`src/rtl/core/ffsa_pkg.sv`:
```
package ffsa_pkg;

    localparam int MAX_SEGMENTS_DEF = 32;
    localparam int ADDR_WIDTH_DEF   = 16;

    localparam int OWNER_W  = 16;
    localparam int REQ_W    = 17;
    localparam int CFG_W    = 17;
    localparam int OUT_W    = 16;
    localparam int STATUS_W = 2;

    typedef logic [STATUS_W-1:0] t_status;

    localparam t_status ST_OK      = 2'd0;
    localparam t_status ST_NOSPACE = 2'd1;
    localparam t_status ST_FULL    = 2'd2;
    localparam t_status ST_NOOWNER = 2'd3;

    localparam logic FUNC_ALLOC = 1'b0;
    localparam logic FUNC_FREE  = 1'b1;

    typedef logic t_alu_op;

    localparam t_alu_op ALU_ADD = 1'b0;
    localparam t_alu_op ALU_SUB = 1'b1;

endpackage

```
`src/rtl/core/ffsa_if.sv`:
```
interface ffsa_req_if;
    import ffsa_pkg::*;

    logic               valid;
    logic               ready;
    logic               func;
    logic [OWNER_W-1:0] owner_id;
    logic [REQ_W-1:0]   request_size;

    modport source (output valid, output func, output owner_id, output request_size,
                    input ready);
    modport sink   (input valid, input func, input owner_id, input request_size,
                    output ready);
endinterface

interface ffsa_rsp_if;
    import ffsa_pkg::*;

    logic                valid;
    logic                ready;
    logic [STATUS_W-1:0] status;
    logic [OUT_W-1:0]    start_address;
    logic                merged;

    modport source (output valid, output status, output start_address, output merged,
                    input ready);
    modport sink   (input valid, input status, input start_address, input merged,
                    output ready);
endinterface

interface ffsa_cfg_if;
    import ffsa_pkg::*;

    logic             valid;
    logic             ready;
    logic [CFG_W-1:0] memory_size;

    modport source (output valid, output memory_size, input ready);
    modport sink   (input valid, input memory_size, output ready);
endinterface

```
`src/rtl/core/first_fit_segment_allocator.sv`:
```
// First-fit segment allocator. The segment table (start, size, owner, free mark) lives in a
// single-port-write, single-port-read RAM of MAX_SEGMENTS entries and is walked by a small
// sequencer around one shared add/subtract unit. Each table entry visited is read by address,
// then checked on the registered data, so with N live segments a free or an exact-fit allocate
// visits up to N entries. A split moves each later entry up by one (read, then write) and then
// writes both halves, and an allocate that finds no fit adds a merge pass and a second walk.
// Items are handled one at a time. The request channel is not ready while an item is at
// work; a finished result waits in an output register while the next item is taken. After
// reset the initial free segment is written before any request is taken. Writing
// memory_size reinitializes the table; sizes above 2^ADDR_WIDTH saturate to it. The config
// write takes priority over a request offered in the same cycle.
module first_fit_segment_allocator #(
    parameter int MAX_SEGMENTS = ffsa_pkg::MAX_SEGMENTS_DEF,
    parameter int ADDR_WIDTH   = ffsa_pkg::ADDR_WIDTH_DEF
) (
    input  logic       i_clk,
    input  logic       i_rst_n,
    ffsa_req_if.sink   i_req,
    ffsa_rsp_if.source o_rsp,
    ffsa_cfg_if.sink   i_cfg
);
    import ffsa_pkg::*;

    // Entry layout: start, size (one bit wider than an address), owner, free mark.
    localparam int SEG_W = ADDR_WIDTH + (ADDR_WIDTH + 1) + OWNER_W + 1;
    localparam int IW    = $clog2(MAX_SEGMENTS);

    logic             ram_we;
    logic [IW-1:0]    ram_waddr;
    logic [SEG_W-1:0] ram_wdata;
    logic [IW-1:0]    ram_raddr;
    logic [SEG_W-1:0] ram_rdata;

    // Sequencer: scan, split with shift-up, merge with in-place compaction.
    ffsa_ctrl #(
        .MAX_SEGMENTS (MAX_SEGMENTS),
        .ADDR_WIDTH   (ADDR_WIDTH),
        .SEG_W        (SEG_W)
    ) u_ctrl (
        .i_clk   (i_clk),
        .i_rst_n (i_rst_n),
        .i_req   (i_req),
        .o_rsp   (o_rsp),
        .i_cfg   (i_cfg),
        .o_we    (ram_we),
        .o_waddr (ram_waddr),
        .o_wdata (ram_wdata),
        .o_raddr (ram_raddr),
        .i_rdata (ram_rdata)
    );

    // Segment table storage; entries beyond the live count may be addressed, but their data is never used.
    ffsa_seg_ram #(
        .DEPTH  (MAX_SEGMENTS),
        .DATA_W (SEG_W)
    ) u_seg_ram (
        .i_clk   (i_clk),
        .i_we    (ram_we),
        .i_waddr (ram_waddr),
        .i_wdata (ram_wdata),
        .i_raddr (ram_raddr),
        .o_rdata (ram_rdata)
    );

endmodule

```
`src/rtl/core/ffsa_alu.sv`:
```
module ffsa_alu #(
    parameter int W = 17
) (
    input  ffsa_pkg::t_alu_op i_op,
    input  logic [W-1:0]      i_a,
    input  logic [W-1:0]      i_b,
    output logic [W:0]        o_res
);
    import ffsa_pkg::*;

    // Top bit is carry on add, borrow on subtract.
    always_comb begin
        case (i_op)
            ALU_ADD: o_res = {1'b0, i_a} + {1'b0, i_b};
            ALU_SUB: o_res = {1'b0, i_a} - {1'b0, i_b};
            default: o_res = '0;
        endcase
    end

endmodule

```
`src/rtl/core/ffsa_seg_ram.sv`:
```
module ffsa_seg_ram #(
    parameter int DEPTH  = 32,
    parameter int DATA_W = 50
) (
    input  logic                     i_clk,
    input  logic                     i_we,
    input  logic [$clog2(DEPTH)-1:0] i_waddr,
    input  logic [DATA_W-1:0]        i_wdata,
    input  logic [$clog2(DEPTH)-1:0] i_raddr,
    output logic [DATA_W-1:0]        o_rdata
);
    logic [DATA_W-1:0] mem [DEPTH];
    logic [DATA_W-1:0] r_rdata;

    always_ff @(posedge i_clk) begin
        if (i_we) begin
            mem[i_waddr] <= i_wdata;
        end
        r_rdata <= mem[i_raddr];
    end

    assign o_rdata = r_rdata;

endmodule

```
`src/rtl/core/ffsa_ctrl.sv`:
```
module ffsa_ctrl #(
    parameter int MAX_SEGMENTS = ffsa_pkg::MAX_SEGMENTS_DEF,
    parameter int ADDR_WIDTH   = ffsa_pkg::ADDR_WIDTH_DEF,
    parameter int SEG_W        = ADDR_WIDTH + ADDR_WIDTH + 1 + ffsa_pkg::OWNER_W + 1
) (
    input  logic                            i_clk,
    input  logic                            i_rst_n,
    ffsa_req_if.sink                        i_req,
    ffsa_rsp_if.source                      o_rsp,
    ffsa_cfg_if.sink                        i_cfg,
    output logic                            o_we,
    output logic [$clog2(MAX_SEGMENTS)-1:0] o_waddr,
    output logic [SEG_W-1:0]                o_wdata,
    output logic [$clog2(MAX_SEGMENTS)-1:0] o_raddr,
    input  logic [SEG_W-1:0]                i_rdata
);
    import ffsa_pkg::*;

    localparam int AW   = ADDR_WIDTH;
    localparam int SW   = ADDR_WIDTH + 1;
    localparam int CW   = (SW > REQ_W) ? SW : REQ_W;
    localparam int IW   = $clog2(MAX_SEGMENTS);
    localparam int CNTW = $clog2(MAX_SEGMENTS + 1);
    localparam int XW   = (AW > OUT_W) ? AW : OUT_W;

    typedef struct packed {
        logic [AW-1:0]      start;
        logic [SW-1:0]      size;
        logic [OWNER_W-1:0] owner;
        logic               free;
    } t_seg;

    localparam logic [3:0] S_INIT     = 4'd0;
    localparam logic [3:0] S_IDLE     = 4'd1;
    localparam logic [3:0] S_RD       = 4'd2;
    localparam logic [3:0] S_CHK      = 4'd3;
    localparam logic [3:0] S_SH_RD    = 4'd4;
    localparam logic [3:0] S_SH_WR    = 4'd5;
    localparam logic [3:0] S_WR_REM   = 4'd6;
    localparam logic [3:0] S_WR_ALLOC = 4'd7;
    localparam logic [3:0] S_MG_RD0   = 4'd8;
    localparam logic [3:0] S_MG_LD    = 4'd9;
    localparam logic [3:0] S_MG_RD    = 4'd10;
    localparam logic [3:0] S_MG_CHK   = 4'd11;
    localparam logic [3:0] S_MG_FIN   = 4'd12;
    localparam logic [3:0] S_DONE     = 4'd13;

    localparam logic [CW-1:0] SPACE_LIMIT = CW'(1) << AW;

    logic [3:0]          r_state, n_state;
    logic [CNTW-1:0]     r_count, n_count;
    logic [CNTW-1:0]     r_i, n_i;
    logic [CNTW-1:0]     r_j, n_j;
    logic [CNTW-1:0]     r_w, n_w;
    logic                r_pass, n_pass;
    logic                r_func, n_func;
    logic [OWNER_W-1:0]  r_owner, n_owner;
    logic [REQ_W-1:0]    r_req, n_req;
    t_seg                r_acc, n_acc;
    t_status             r_status, n_status;
    logic [AW-1:0]       r_addr, n_addr;
    logic                r_merged, n_merged;
    logic                r_out_valid, n_out_valid;
    t_status             r_out_status, n_out_status;
    logic [OUT_W-1:0]    r_out_addr, n_out_addr;
    logic                r_out_merged, n_out_merged;

    t_seg                rd_seg;
    t_seg                wr_seg;
    t_alu_op             alu_op;
    logic [CW-1:0]       alu_a, alu_b;
    logic [CW:0]         alu_res;
    logic [CW-1:0]       req_c;
    logic [CW-1:0]       cfg_c;
    logic [CW-1:0]       cfg_sat;
    logic [XW-1:0]       addr_x;
    logic                fits, exact;

    assign rd_seg  = t_seg'(i_rdata);
    assign req_c   = CW'(r_req);
    assign cfg_c   = CW'(i_cfg.memory_size);
    assign cfg_sat = (cfg_c > SPACE_LIMIT) ? SPACE_LIMIT : cfg_c;
    assign addr_x  = XW'(r_addr);

    ffsa_alu #(.W(CW)) u_alu (
        .i_op  (alu_op),
        .i_a   (alu_a),
        .i_b   (alu_b),
        .o_res (alu_res)
    );

    // Size test of the scanned entry against the request: no borrow means it fits.
    assign fits  = ~alu_res[CW];
    assign exact = (alu_res == '0);

    assign i_cfg.ready = (r_state == S_IDLE);
    assign i_req.ready = (r_state == S_IDLE) && !i_cfg.valid;

    assign o_rsp.valid         = r_out_valid;
    assign o_rsp.status        = r_out_status;
    assign o_rsp.start_address = r_out_addr;
    assign o_rsp.merged        = r_out_merged;

    always_comb begin
        n_state      = r_state;
        n_count      = r_count;
        n_i          = r_i;
        n_j          = r_j;
        n_w          = r_w;
        n_pass       = r_pass;
        n_func       = r_func;
        n_owner      = r_owner;
        n_req        = r_req;
        n_acc        = r_acc;
        n_status     = r_status;
        n_addr       = r_addr;
        n_merged     = r_merged;
        n_out_valid  = r_out_valid && !o_rsp.ready;
        n_out_status = r_out_status;
        n_out_addr   = r_out_addr;
        n_out_merged = r_out_merged;

        o_we    = 1'b0;
        o_waddr = r_i[IW-1:0];
        wr_seg  = rd_seg;
        o_raddr = r_i[IW-1:0];

        alu_op = ALU_SUB;
        alu_a  = CW'(rd_seg.size);
        alu_b  = req_c;

        case (r_state)
            S_INIT: begin
                o_we         = 1'b1;
                o_waddr      = '0;
                wr_seg.start = '0;
                wr_seg.size  = SPACE_LIMIT[SW-1:0];
                wr_seg.owner = '0;
                wr_seg.free  = 1'b1;
                n_count      = CNTW'(1);
                n_state      = S_IDLE;
            end
            S_IDLE: begin
                if (i_cfg.valid) begin
                    // Reinitialize the table to one free segment.
                    o_we         = 1'b1;
                    o_waddr      = '0;
                    wr_seg.start = '0;
                    wr_seg.size  = cfg_sat[SW-1:0];
                    wr_seg.owner = '0;
                    wr_seg.free  = 1'b1;
                    n_count      = CNTW'(1);
                end else if (i_req.valid) begin
                    n_func   = i_req.func;
                    n_owner  = i_req.owner_id;
                    n_req    = i_req.request_size;
                    n_i      = '0;
                    n_pass   = 1'b0;
                    n_merged = 1'b0;
                    if (i_req.func == FUNC_ALLOC && i_req.request_size == '0) begin
                        n_status = ST_NOSPACE;
                        n_state  = S_DONE;
                    end else begin
                        n_state = S_RD;
                    end
                end
            end
            S_RD: begin
                o_raddr = r_i[IW-1:0];
                if (r_i == r_count) begin
                    if (r_func == FUNC_FREE) begin
                        n_status = ST_NOOWNER;
                        n_state  = S_DONE;
                    end else if (!r_pass) begin
                        n_w     = '0;
                        n_state = S_MG_RD0;
                    end else begin
                        n_status = ST_NOSPACE;
                        n_state  = S_DONE;
                    end
                end else begin
                    n_state = S_CHK;
                end
            end
            S_CHK: begin
                if (r_func == FUNC_FREE) begin
                    if (!rd_seg.free && rd_seg.owner == r_owner) begin
                        o_we        = 1'b1;
                        o_waddr     = r_i[IW-1:0];
                        wr_seg.free = 1'b1;
                        n_addr      = rd_seg.start;
                        n_status    = ST_OK;
                        n_state     = S_DONE;
                    end else begin
                        n_i     = CNTW'(r_i + 1'b1);
                        n_state = S_RD;
                    end
                end else if (rd_seg.free && fits) begin
                    if (exact) begin
                        o_we         = 1'b1;
                        o_waddr      = r_i[IW-1:0];
                        wr_seg.owner = r_owner;
                        wr_seg.free  = 1'b0;
                        n_addr       = rd_seg.start;
                        n_status     = ST_OK;
                        n_state      = S_DONE;
                    end else if (r_count == CNTW'(MAX_SEGMENTS)) begin
                        n_status = ST_FULL;
                        n_state  = S_DONE;
                    end else begin
                        // Keep the start and the remainder size for the split.
                        n_acc.start = rd_seg.start;
                        n_acc.size  = alu_res[SW-1:0];
                        n_j         = r_count;
                        n_state     = S_SH_RD;
                    end
                end else begin
                    n_i     = CNTW'(r_i + 1'b1);
                    n_state = S_RD;
                end
            end
            S_SH_RD: begin
                // Move entries past the split point up by one, top first.
                o_raddr = IW'(r_j - 1'b1);
                if (r_j == CNTW'(r_i + 1'b1)) begin
                    n_state = S_WR_REM;
                end else begin
                    n_state = S_SH_WR;
                end
            end
            S_SH_WR: begin
                o_we    = 1'b1;
                o_waddr = r_j[IW-1:0];
                wr_seg  = rd_seg;
                n_j     = CNTW'(r_j - 1'b1);
                n_state = S_SH_RD;
            end
            S_WR_REM: begin
                alu_op       = ALU_ADD;
                alu_a        = CW'(r_acc.start);
                alu_b        = req_c;
                o_we         = 1'b1;
                o_waddr      = IW'(r_i + 1'b1);
                wr_seg.start = alu_res[AW-1:0];
                wr_seg.size  = r_acc.size;
                wr_seg.owner = '0;
                wr_seg.free  = 1'b1;
                n_state      = S_WR_ALLOC;
            end
            S_WR_ALLOC: begin
                o_we         = 1'b1;
                o_waddr      = r_i[IW-1:0];
                wr_seg.start = r_acc.start;
                wr_seg.size  = req_c[SW-1:0];
                wr_seg.owner = r_owner;
                wr_seg.free  = 1'b0;
                n_count      = CNTW'(r_count + 1'b1);
                n_addr       = r_acc.start;
                n_status     = ST_OK;
                n_state      = S_DONE;
            end
            S_MG_RD0: begin
                o_raddr = '0;
                n_state = S_MG_LD;
            end
            S_MG_LD: begin
                n_acc   = rd_seg;
                n_j     = CNTW'(1);
                n_state = S_MG_RD;
            end
            S_MG_RD: begin
                o_raddr = r_j[IW-1:0];
                if (r_j == r_count) begin
                    n_state = S_MG_FIN;
                end else begin
                    n_state = S_MG_CHK;
                end
            end
            S_MG_CHK: begin
                alu_op = ALU_ADD;
                alu_a  = CW'(r_acc.size);
                alu_b  = CW'(rd_seg.size);
                if (r_acc.free && rd_seg.free) begin
                    // Absorb the neighbor into the running free run.
                    n_acc.size = alu_res[SW-1:0];
                    n_merged   = 1'b1;
                end else begin
                    o_we    = 1'b1;
                    o_waddr = r_w[IW-1:0];
                    wr_seg  = r_acc;
                    n_w     = CNTW'(r_w + 1'b1);
                    n_acc   = rd_seg;
                end
                n_j     = CNTW'(r_j + 1'b1);
                n_state = S_MG_RD;
            end
            S_MG_FIN: begin
                o_we    = 1'b1;
                o_waddr = r_w[IW-1:0];
                wr_seg  = r_acc;
                n_count = CNTW'(r_w + 1'b1);
                n_pass  = 1'b1;
                n_i     = '0;
                n_state = S_RD;
            end
            S_DONE: begin
                if (!r_out_valid || o_rsp.ready) begin
                    n_out_valid  = 1'b1;
                    n_out_status = r_status;
                    n_out_addr   = (r_status == ST_OK) ? addr_x[OUT_W-1:0] : '0;
                    n_out_merged = r_merged;
                    n_state      = S_IDLE;
                end
            end
            default: begin
                n_state = S_IDLE;
            end
        endcase

        o_wdata = wr_seg;
    end

    always_ff @(posedge i_clk) begin
        if (!i_rst_n) begin
            r_state     <= S_INIT;
            r_count     <= CNTW'(1);
            r_out_valid <= 1'b0;
        end else begin
            r_state     <= n_state;
            r_count     <= n_count;
            r_out_valid <= n_out_valid;
        end
    end

    always_ff @(posedge i_clk) begin
        r_i          <= n_i;
        r_j          <= n_j;
        r_w          <= n_w;
        r_pass       <= n_pass;
        r_func       <= n_func;
        r_owner      <= n_owner;
        r_req        <= n_req;
        r_acc        <= n_acc;
        r_status     <= n_status;
        r_addr       <= n_addr;
        r_merged     <= n_merged;
        r_out_status <= n_out_status;
        r_out_addr   <= n_out_addr;
        r_out_merged <= n_out_merged;
    end

endmodule
```
`src/flat_wrapper.sv`:
```
// flat-port wrapper written by rule: the top's interface ports become plain ports
module first_fit_segment_allocator_flat import ffsa_pkg::*;
#(
    parameter int MAX_SEGMENTS = ffsa_pkg::MAX_SEGMENTS_DEF,
    parameter int ADDR_WIDTH   = ffsa_pkg::ADDR_WIDTH_DEF
)
  (i_clk, i_rst_n, i_req_valid, i_req_func, i_req_owner_id, i_req_request_size, i_req_ready, o_rsp_valid, o_rsp_status, o_rsp_start_address, o_rsp_merged, o_rsp_ready, i_cfg_valid, i_cfg_memory_size, i_cfg_ready);
  ffsa_req_if i_req_i ();
  ffsa_rsp_if o_rsp_i ();
  ffsa_cfg_if i_cfg_i ();
  input  logic i_clk;
  input  logic i_rst_n;
  input wire logic [$bits(i_req_i.valid)-1:0] i_req_valid;
  input wire logic [$bits(i_req_i.func)-1:0] i_req_func;
  input wire logic [$bits(i_req_i.owner_id)-1:0] i_req_owner_id;
  input wire logic [$bits(i_req_i.request_size)-1:0] i_req_request_size;
  output wire logic [$bits(i_req_i.ready)-1:0] i_req_ready;
  output wire logic [$bits(o_rsp_i.valid)-1:0] o_rsp_valid;
  output wire logic [$bits(o_rsp_i.status)-1:0] o_rsp_status;
  output wire logic [$bits(o_rsp_i.start_address)-1:0] o_rsp_start_address;
  output wire logic [$bits(o_rsp_i.merged)-1:0] o_rsp_merged;
  input wire logic [$bits(o_rsp_i.ready)-1:0] o_rsp_ready;
  input wire logic [$bits(i_cfg_i.valid)-1:0] i_cfg_valid;
  input wire logic [$bits(i_cfg_i.memory_size)-1:0] i_cfg_memory_size;
  output wire logic [$bits(i_cfg_i.ready)-1:0] i_cfg_ready;
  assign i_req_i.valid = i_req_valid;
  assign i_req_i.func = i_req_func;
  assign i_req_i.owner_id = i_req_owner_id;
  assign i_req_i.request_size = i_req_request_size;
  assign i_req_ready = i_req_i.ready;
  assign o_rsp_valid = o_rsp_i.valid;
  assign o_rsp_status = o_rsp_i.status;
  assign o_rsp_start_address = o_rsp_i.start_address;
  assign o_rsp_merged = o_rsp_i.merged;
  assign o_rsp_i.ready = o_rsp_ready;
  assign i_cfg_i.valid = i_cfg_valid;
  assign i_cfg_i.memory_size = i_cfg_memory_size;
  assign i_cfg_ready = i_cfg_i.ready;
  first_fit_segment_allocator #(.MAX_SEGMENTS(MAX_SEGMENTS), .ADDR_WIDTH(ADDR_WIDTH)) u_core (.i_clk(i_clk), .i_rst_n(i_rst_n), .i_req(i_req_i), .o_rsp(o_rsp_i), .i_cfg(i_cfg_i));
endmodule
```
`config.mk`:
```
export PLATFORM = sky130hd
export DESIGN_NAME = first_fit_segment_allocator_flat
export DESIGN_NICKNAME = d
export VERILOG_FILES = /design/src/rtl/core/ffsa_pkg.sv /design/src/rtl/core/ffsa_if.sv /design/src/rtl/core/first_fit_segment_allocator.sv /design/src/rtl/core/ffsa_alu.sv /design/src/rtl/core/ffsa_seg_ram.sv /design/src/rtl/core/ffsa_ctrl.sv /design/src/flat_wrapper.sv
export SDC_FILE = /design/constraint.sdc
export NUM_CORES = 2
export LEC_CHECK = 0
export ABC_AREA = 1
export BUFFER_PORTS_ARGS = -buffer_cell sky130_fd_sc_hd__buf_2
export CORE_UTILIZATION = 50
export DETAILED_ROUTE_END_ITERATION = 6
export MAX_ROUTING_LAYER = met4
export PLACE_DENSITY = 0.67
export REMOVE_ABC_BUFFERS = 1
export SYNTH_ARGS = -nofsm -noshare
export SYNTH_HDL_FRONTEND = slang
export SYNTH_SLANG_ARGS = --single-unit
```
`constraint.sdc`:
```
create_clock -name i_clk -period 14.1 [get_ports i_clk]
set_input_delay 0.705 -clock i_clk [delete_from_list [all_inputs] [get_ports i_clk]]
set_output_delay 0.705 -clock i_clk [all_outputs]
set_load 0.005 [all_outputs]
```
==> impl_metrics.env <==
export IMPL_path_max_fanout=53
export IMPL_skew_ns=0.0664
export IMPL_post_place_ws_ns=5.99
export IMPL_fin_util_pct=56.5
export IMPL_drv_cap=0
export IMPL_r2r_start="u_core.u_ctrl.r_state[0]$_SDFFE_PN0P_"
export IMPL_arrival_ns=8.72
export IMPL_finalCritPeriodShare_pct=58.7
export IMPL_ir_drop_mv=0.126
export IMPL_pin_count=78
export IMPL_final_area_um2=87400
export IMPL_power_density_nw_per_um2=150
export IMPL_hp_class="in -> reg"
export IMPL_design_die_area_um2=158000
export IMPL_wl_mm=226
export IMPL_cts_hold_buf=0
export IMPL_violations="DRC"
export IMPL_clockBufferDepth=3
export IMPL_port_buffers=77
export IMPL_root_buffer="clkbuf_16"
export IMPL_total_power_mw=13.1
export IMPL_avgSynthCellArea_um2=11.1
export IMPL_grt_pass1_wl_mm=331
export IMPL_vias=53000
export IMPL_antenna_found_initial=13
export IMPL_critical_path_max_stage_delay_ns=0.92
export IMPL_slew_violations=0
export IMPL_worstSetupEndpointType="flip-flop"
export IMPL_h_tree_depth=4
export IMPL_fp_dieW_um=398
export IMPL_synth_top_area_cell="edfxtp_1"
export IMPL_cts_tree="yes"
export IMPL_place_congestion=0.947
export IMPL_coreArea_um2=155000
export IMPL_first_pass_iters=7
export IMPL_hpwl_mm=135
export IMPL_ctsResizeCount=0
export IMPL_setup_violations=0
export IMPL_first_global_vias=50100
export IMPL_num_rows=144
export IMPL_async_flop_share_pct=0
export IMPL_synth_edf_count=1741
export IMPL_hold_start="i_req_owner_id[9]"
export IMPL_synth_cell_types=50
export IMPL_hold_end="u_core.u_ctrl.r_owner[9]$_DFFE_PP_"
export IMPL_layout_commonest_cell="edfxtp_1"
export IMPL_nFillCells=12700
export IMPL_grt_usage_pct=29.3
export IMPL_drc=1
export IMPL_hold_viol=0
export IMPL_layout_nets=7120
export IMPL_cp_start_kind="flip-flop"
export IMPL_placed_cell_area_um2=81500
export IMPL_drive_above_1_share_pct=7.73
export IMPL_post_cts_setup_buffers=0
export IMPL_timing_rr_end="u_core.u_seg_ram.mem[17][1]$_DFFE_PP_"
export IMPL_postSynthRegisterBits=1802
export IMPL_crit_required_ns=14.55
export IMPL_dp_cells=8898
export IMPL_grt_max_degree=233
export IMPL_worst_slew_pin_slew_ns=1.35
export IMPL_routedWlPerCell_um=24.5
export IMPL_area_growth_pct=11.5
export IMPL_rrSetupSlack_ns=5.82
export IMPL_die_h_um=398
export IMPL_clkSinkCount=1802
export IMPL_fin_cells=9241
export IMPL_insertion_delay_ns=0.85
export IMPL_period_needed_ns=8.28
export IMPL_netlist_area_um2=78400
export IMPL_start_util_pct=50.6
export IMPL_crit_type="reg -> reg"
export IMPL_reg2reg_depth=33
export IMPL_status="complete, but fails checks"
export IMPL_setup_tns_ns=0
export IMPL_relSlewSlack_pct=9.78
export IMPL_fmax_mhz=121
export IMPL_synth_cells=7053
export IMPL_ys_flop_type="edfxtp_1"
export IMPL_synth_top_cell_area_share_pct=66.7
export IMPL_crit_top_cell="nand2_1"
export IMPL_drt_iter0_drc=7324
export IMPL_worst_slack_ns=5.82
export IMPL_cts_clk_slew_worst_paths_ns=0.07
export IMPL_cp_slowest_cell="nor2_4"
export IMPL_overflow=0
export IMPL_rsz0062_at_grt="false"
export IMPL_ys_seq_area_share_pct=68.3
export IMPL_synthTopCellsByArea="edfxtp_1 (67%), o21ai_0 (5.6%), inv_1 (4.9%), nand2_1 (4.5%), nor3b_1 (3.4%)"
export IMPL_antenna_left=0
export IMPL_viasPerCell=5.73
export IMPL_ys_warn_count=0
export IMPL_cts_buffers_inserted=183
export IMPL_layout_common_cells="edfxtp_1 (1741), inv_1 (1028), nand2_1 (950), o21ai_0 (880), nor2_1 (488)"
export IMPL_hold_depth=1
export IMPL_whs_ns=0.0663
export IMPL_leakagePower_nw=32.9
-- sequential cells by signal, indices dropped and copies added (netlist names), 16 cells and up --
register and count:
u_core.u_ctrl.r_owner 16, u_core.u_ctrl.addr_x 16, u_core.u_ctrl.r_acc 50, u_core.u_ctrl.r_req 17, u_core.u_ctrl.o_rsp.start_address 16, u_core.u_seg_ram.mem 1600
u_core.u_seg_ram.o_rdata 50
-- logic make-up after synthesis --
| kind of cell | Yosys count | synth area share, % |
|---|---|---|
| and+or+nand+nor | 2300 | 13.7 |
| DFF | 1802 | 68.3 |
| AOI/OAI and AO/OA | 1424 | 9.69 |
| xor gates and xnor gates | 30 | 0.335 |
| adders and majority gates | 25 | 0.409 |
| buffers and inverters | 1422 | 7.00 |
| muxes | 50 | 0.638 |
-- cells in the mapped netlist (3+ instances only) --
master     number
a21oi_1       388
a221oi_1       18
buf_1          26
buf_2          98
buf_6           3
clkbuf_1      253
clkinv_1        6
dfxtp_1        61
edfxtp_1     1741
ha_1           24
inv_1        1030
inv_2           5
mux2i_1        50
nand2_1       950
nand2_2         7
nand2_4         8
nand3_1       383
nand3_2         3
nand3b_1        7
nand4_1        17
nor2_1        528
nor2_2          3
nor2_4          4
nor3_1         18
nor3b_1       351
nor4_1         15
o2111ai_1      23
o211ai_1        5
o21a_1         54
o21ai_0       882
o21ai_1         5
o21ai_2         3
o221ai_1       28
o22ai_1         9
xnor2_1         5
xor2_1         25
-- worst max path at each step --
stage / startpoint / endpoint / slack [ns] / cells after the start
finish: u_core.u_ctrl.r_state[0]$_SDFFE_PN0P_ / u_core.u_seg_ram.mem[17][1]$_DFFE_PP_ / 5.82 / 33
global route: u_core.u_ctrl.r_state[0]$_SDFFE_PN0P_ / u_core.u_seg_ram.mem[17][0]$_DFFE_PP_ / 5.33 / 33
CTS: u_core.u_ctrl.r_state[0]$_SDFFE_PN0P_ / u_core.u_seg_ram.mem[30][16]$_DFFE_PP_ / 5.90 / 33
detailed placement: u_core.u_ctrl.r_state[0]$_SDFFE_PN0P_ / u_core.u_seg_ram.mem[31][45]$_DFFE_PP_ / 5.99 / 33
global placement: u_core.u_ctrl.r_state[0]$_SDFFE_PN0P_ / u_core.u_seg_ram.mem[31][45]$_DFFE_PP_ / 6.06 / 33
floorplan: u_core.u_ctrl.r_state[1]$_SDFFE_PN0P_ / u_core.u_seg_ram.o_rdata[0]$_DFF_P_ / -16.61 / 10
-- layout make-up --
cell class | count | area [um^2] | share of cell area (%)
diodes | 3 | 7.51 | 0.00859
repair buffers | 182 | 1250 | 1.43
clock inverters | 81 | 836 | 0.956
clock buffers | 259 | 5050 | 5.78
inverters | 1041 | 3920 | 4.49
well taps | 2044 | 2560 | 2.93
flip-flops and latches | 1802 | 53500 | 61.2
multi-input cells | 3829 | 20300 | 23.2
-- worst max-delay path, delay by kind of cell, from the launching register on --
kind,cells,cell delay [ns]
and+or+nand+nor,24,5.37
DFF,1,0.38
xor gates and xnor gates,1,0.18
AOI/OAI and AO/OA,1,0.18
adders and majority gates,2,0.59
buffers and inverters,5,1.04
-- power by group --
part	switching, mW	total [mW]	internal, mW	leakage (nW)
combinational	1.48	1.97	0.485	13.5
sequential	0.101	6.37	6.27	16.5
clock	2.06	4.78	2.72	2.86
-- per-layer routing --
metal | vias to the layer above | global-route usage, % | part of all wire (%)
li1 | 24200 | - | -
met3 | 374 | 4.91 | 9.9
met2 | 2561 | 43.0 | 44
met5 | - | - | 0
met4 | 0 | 8.66 | 2.9
met1 | 25800 | 42.0 | 43
(Power assumes the default switching activity.)
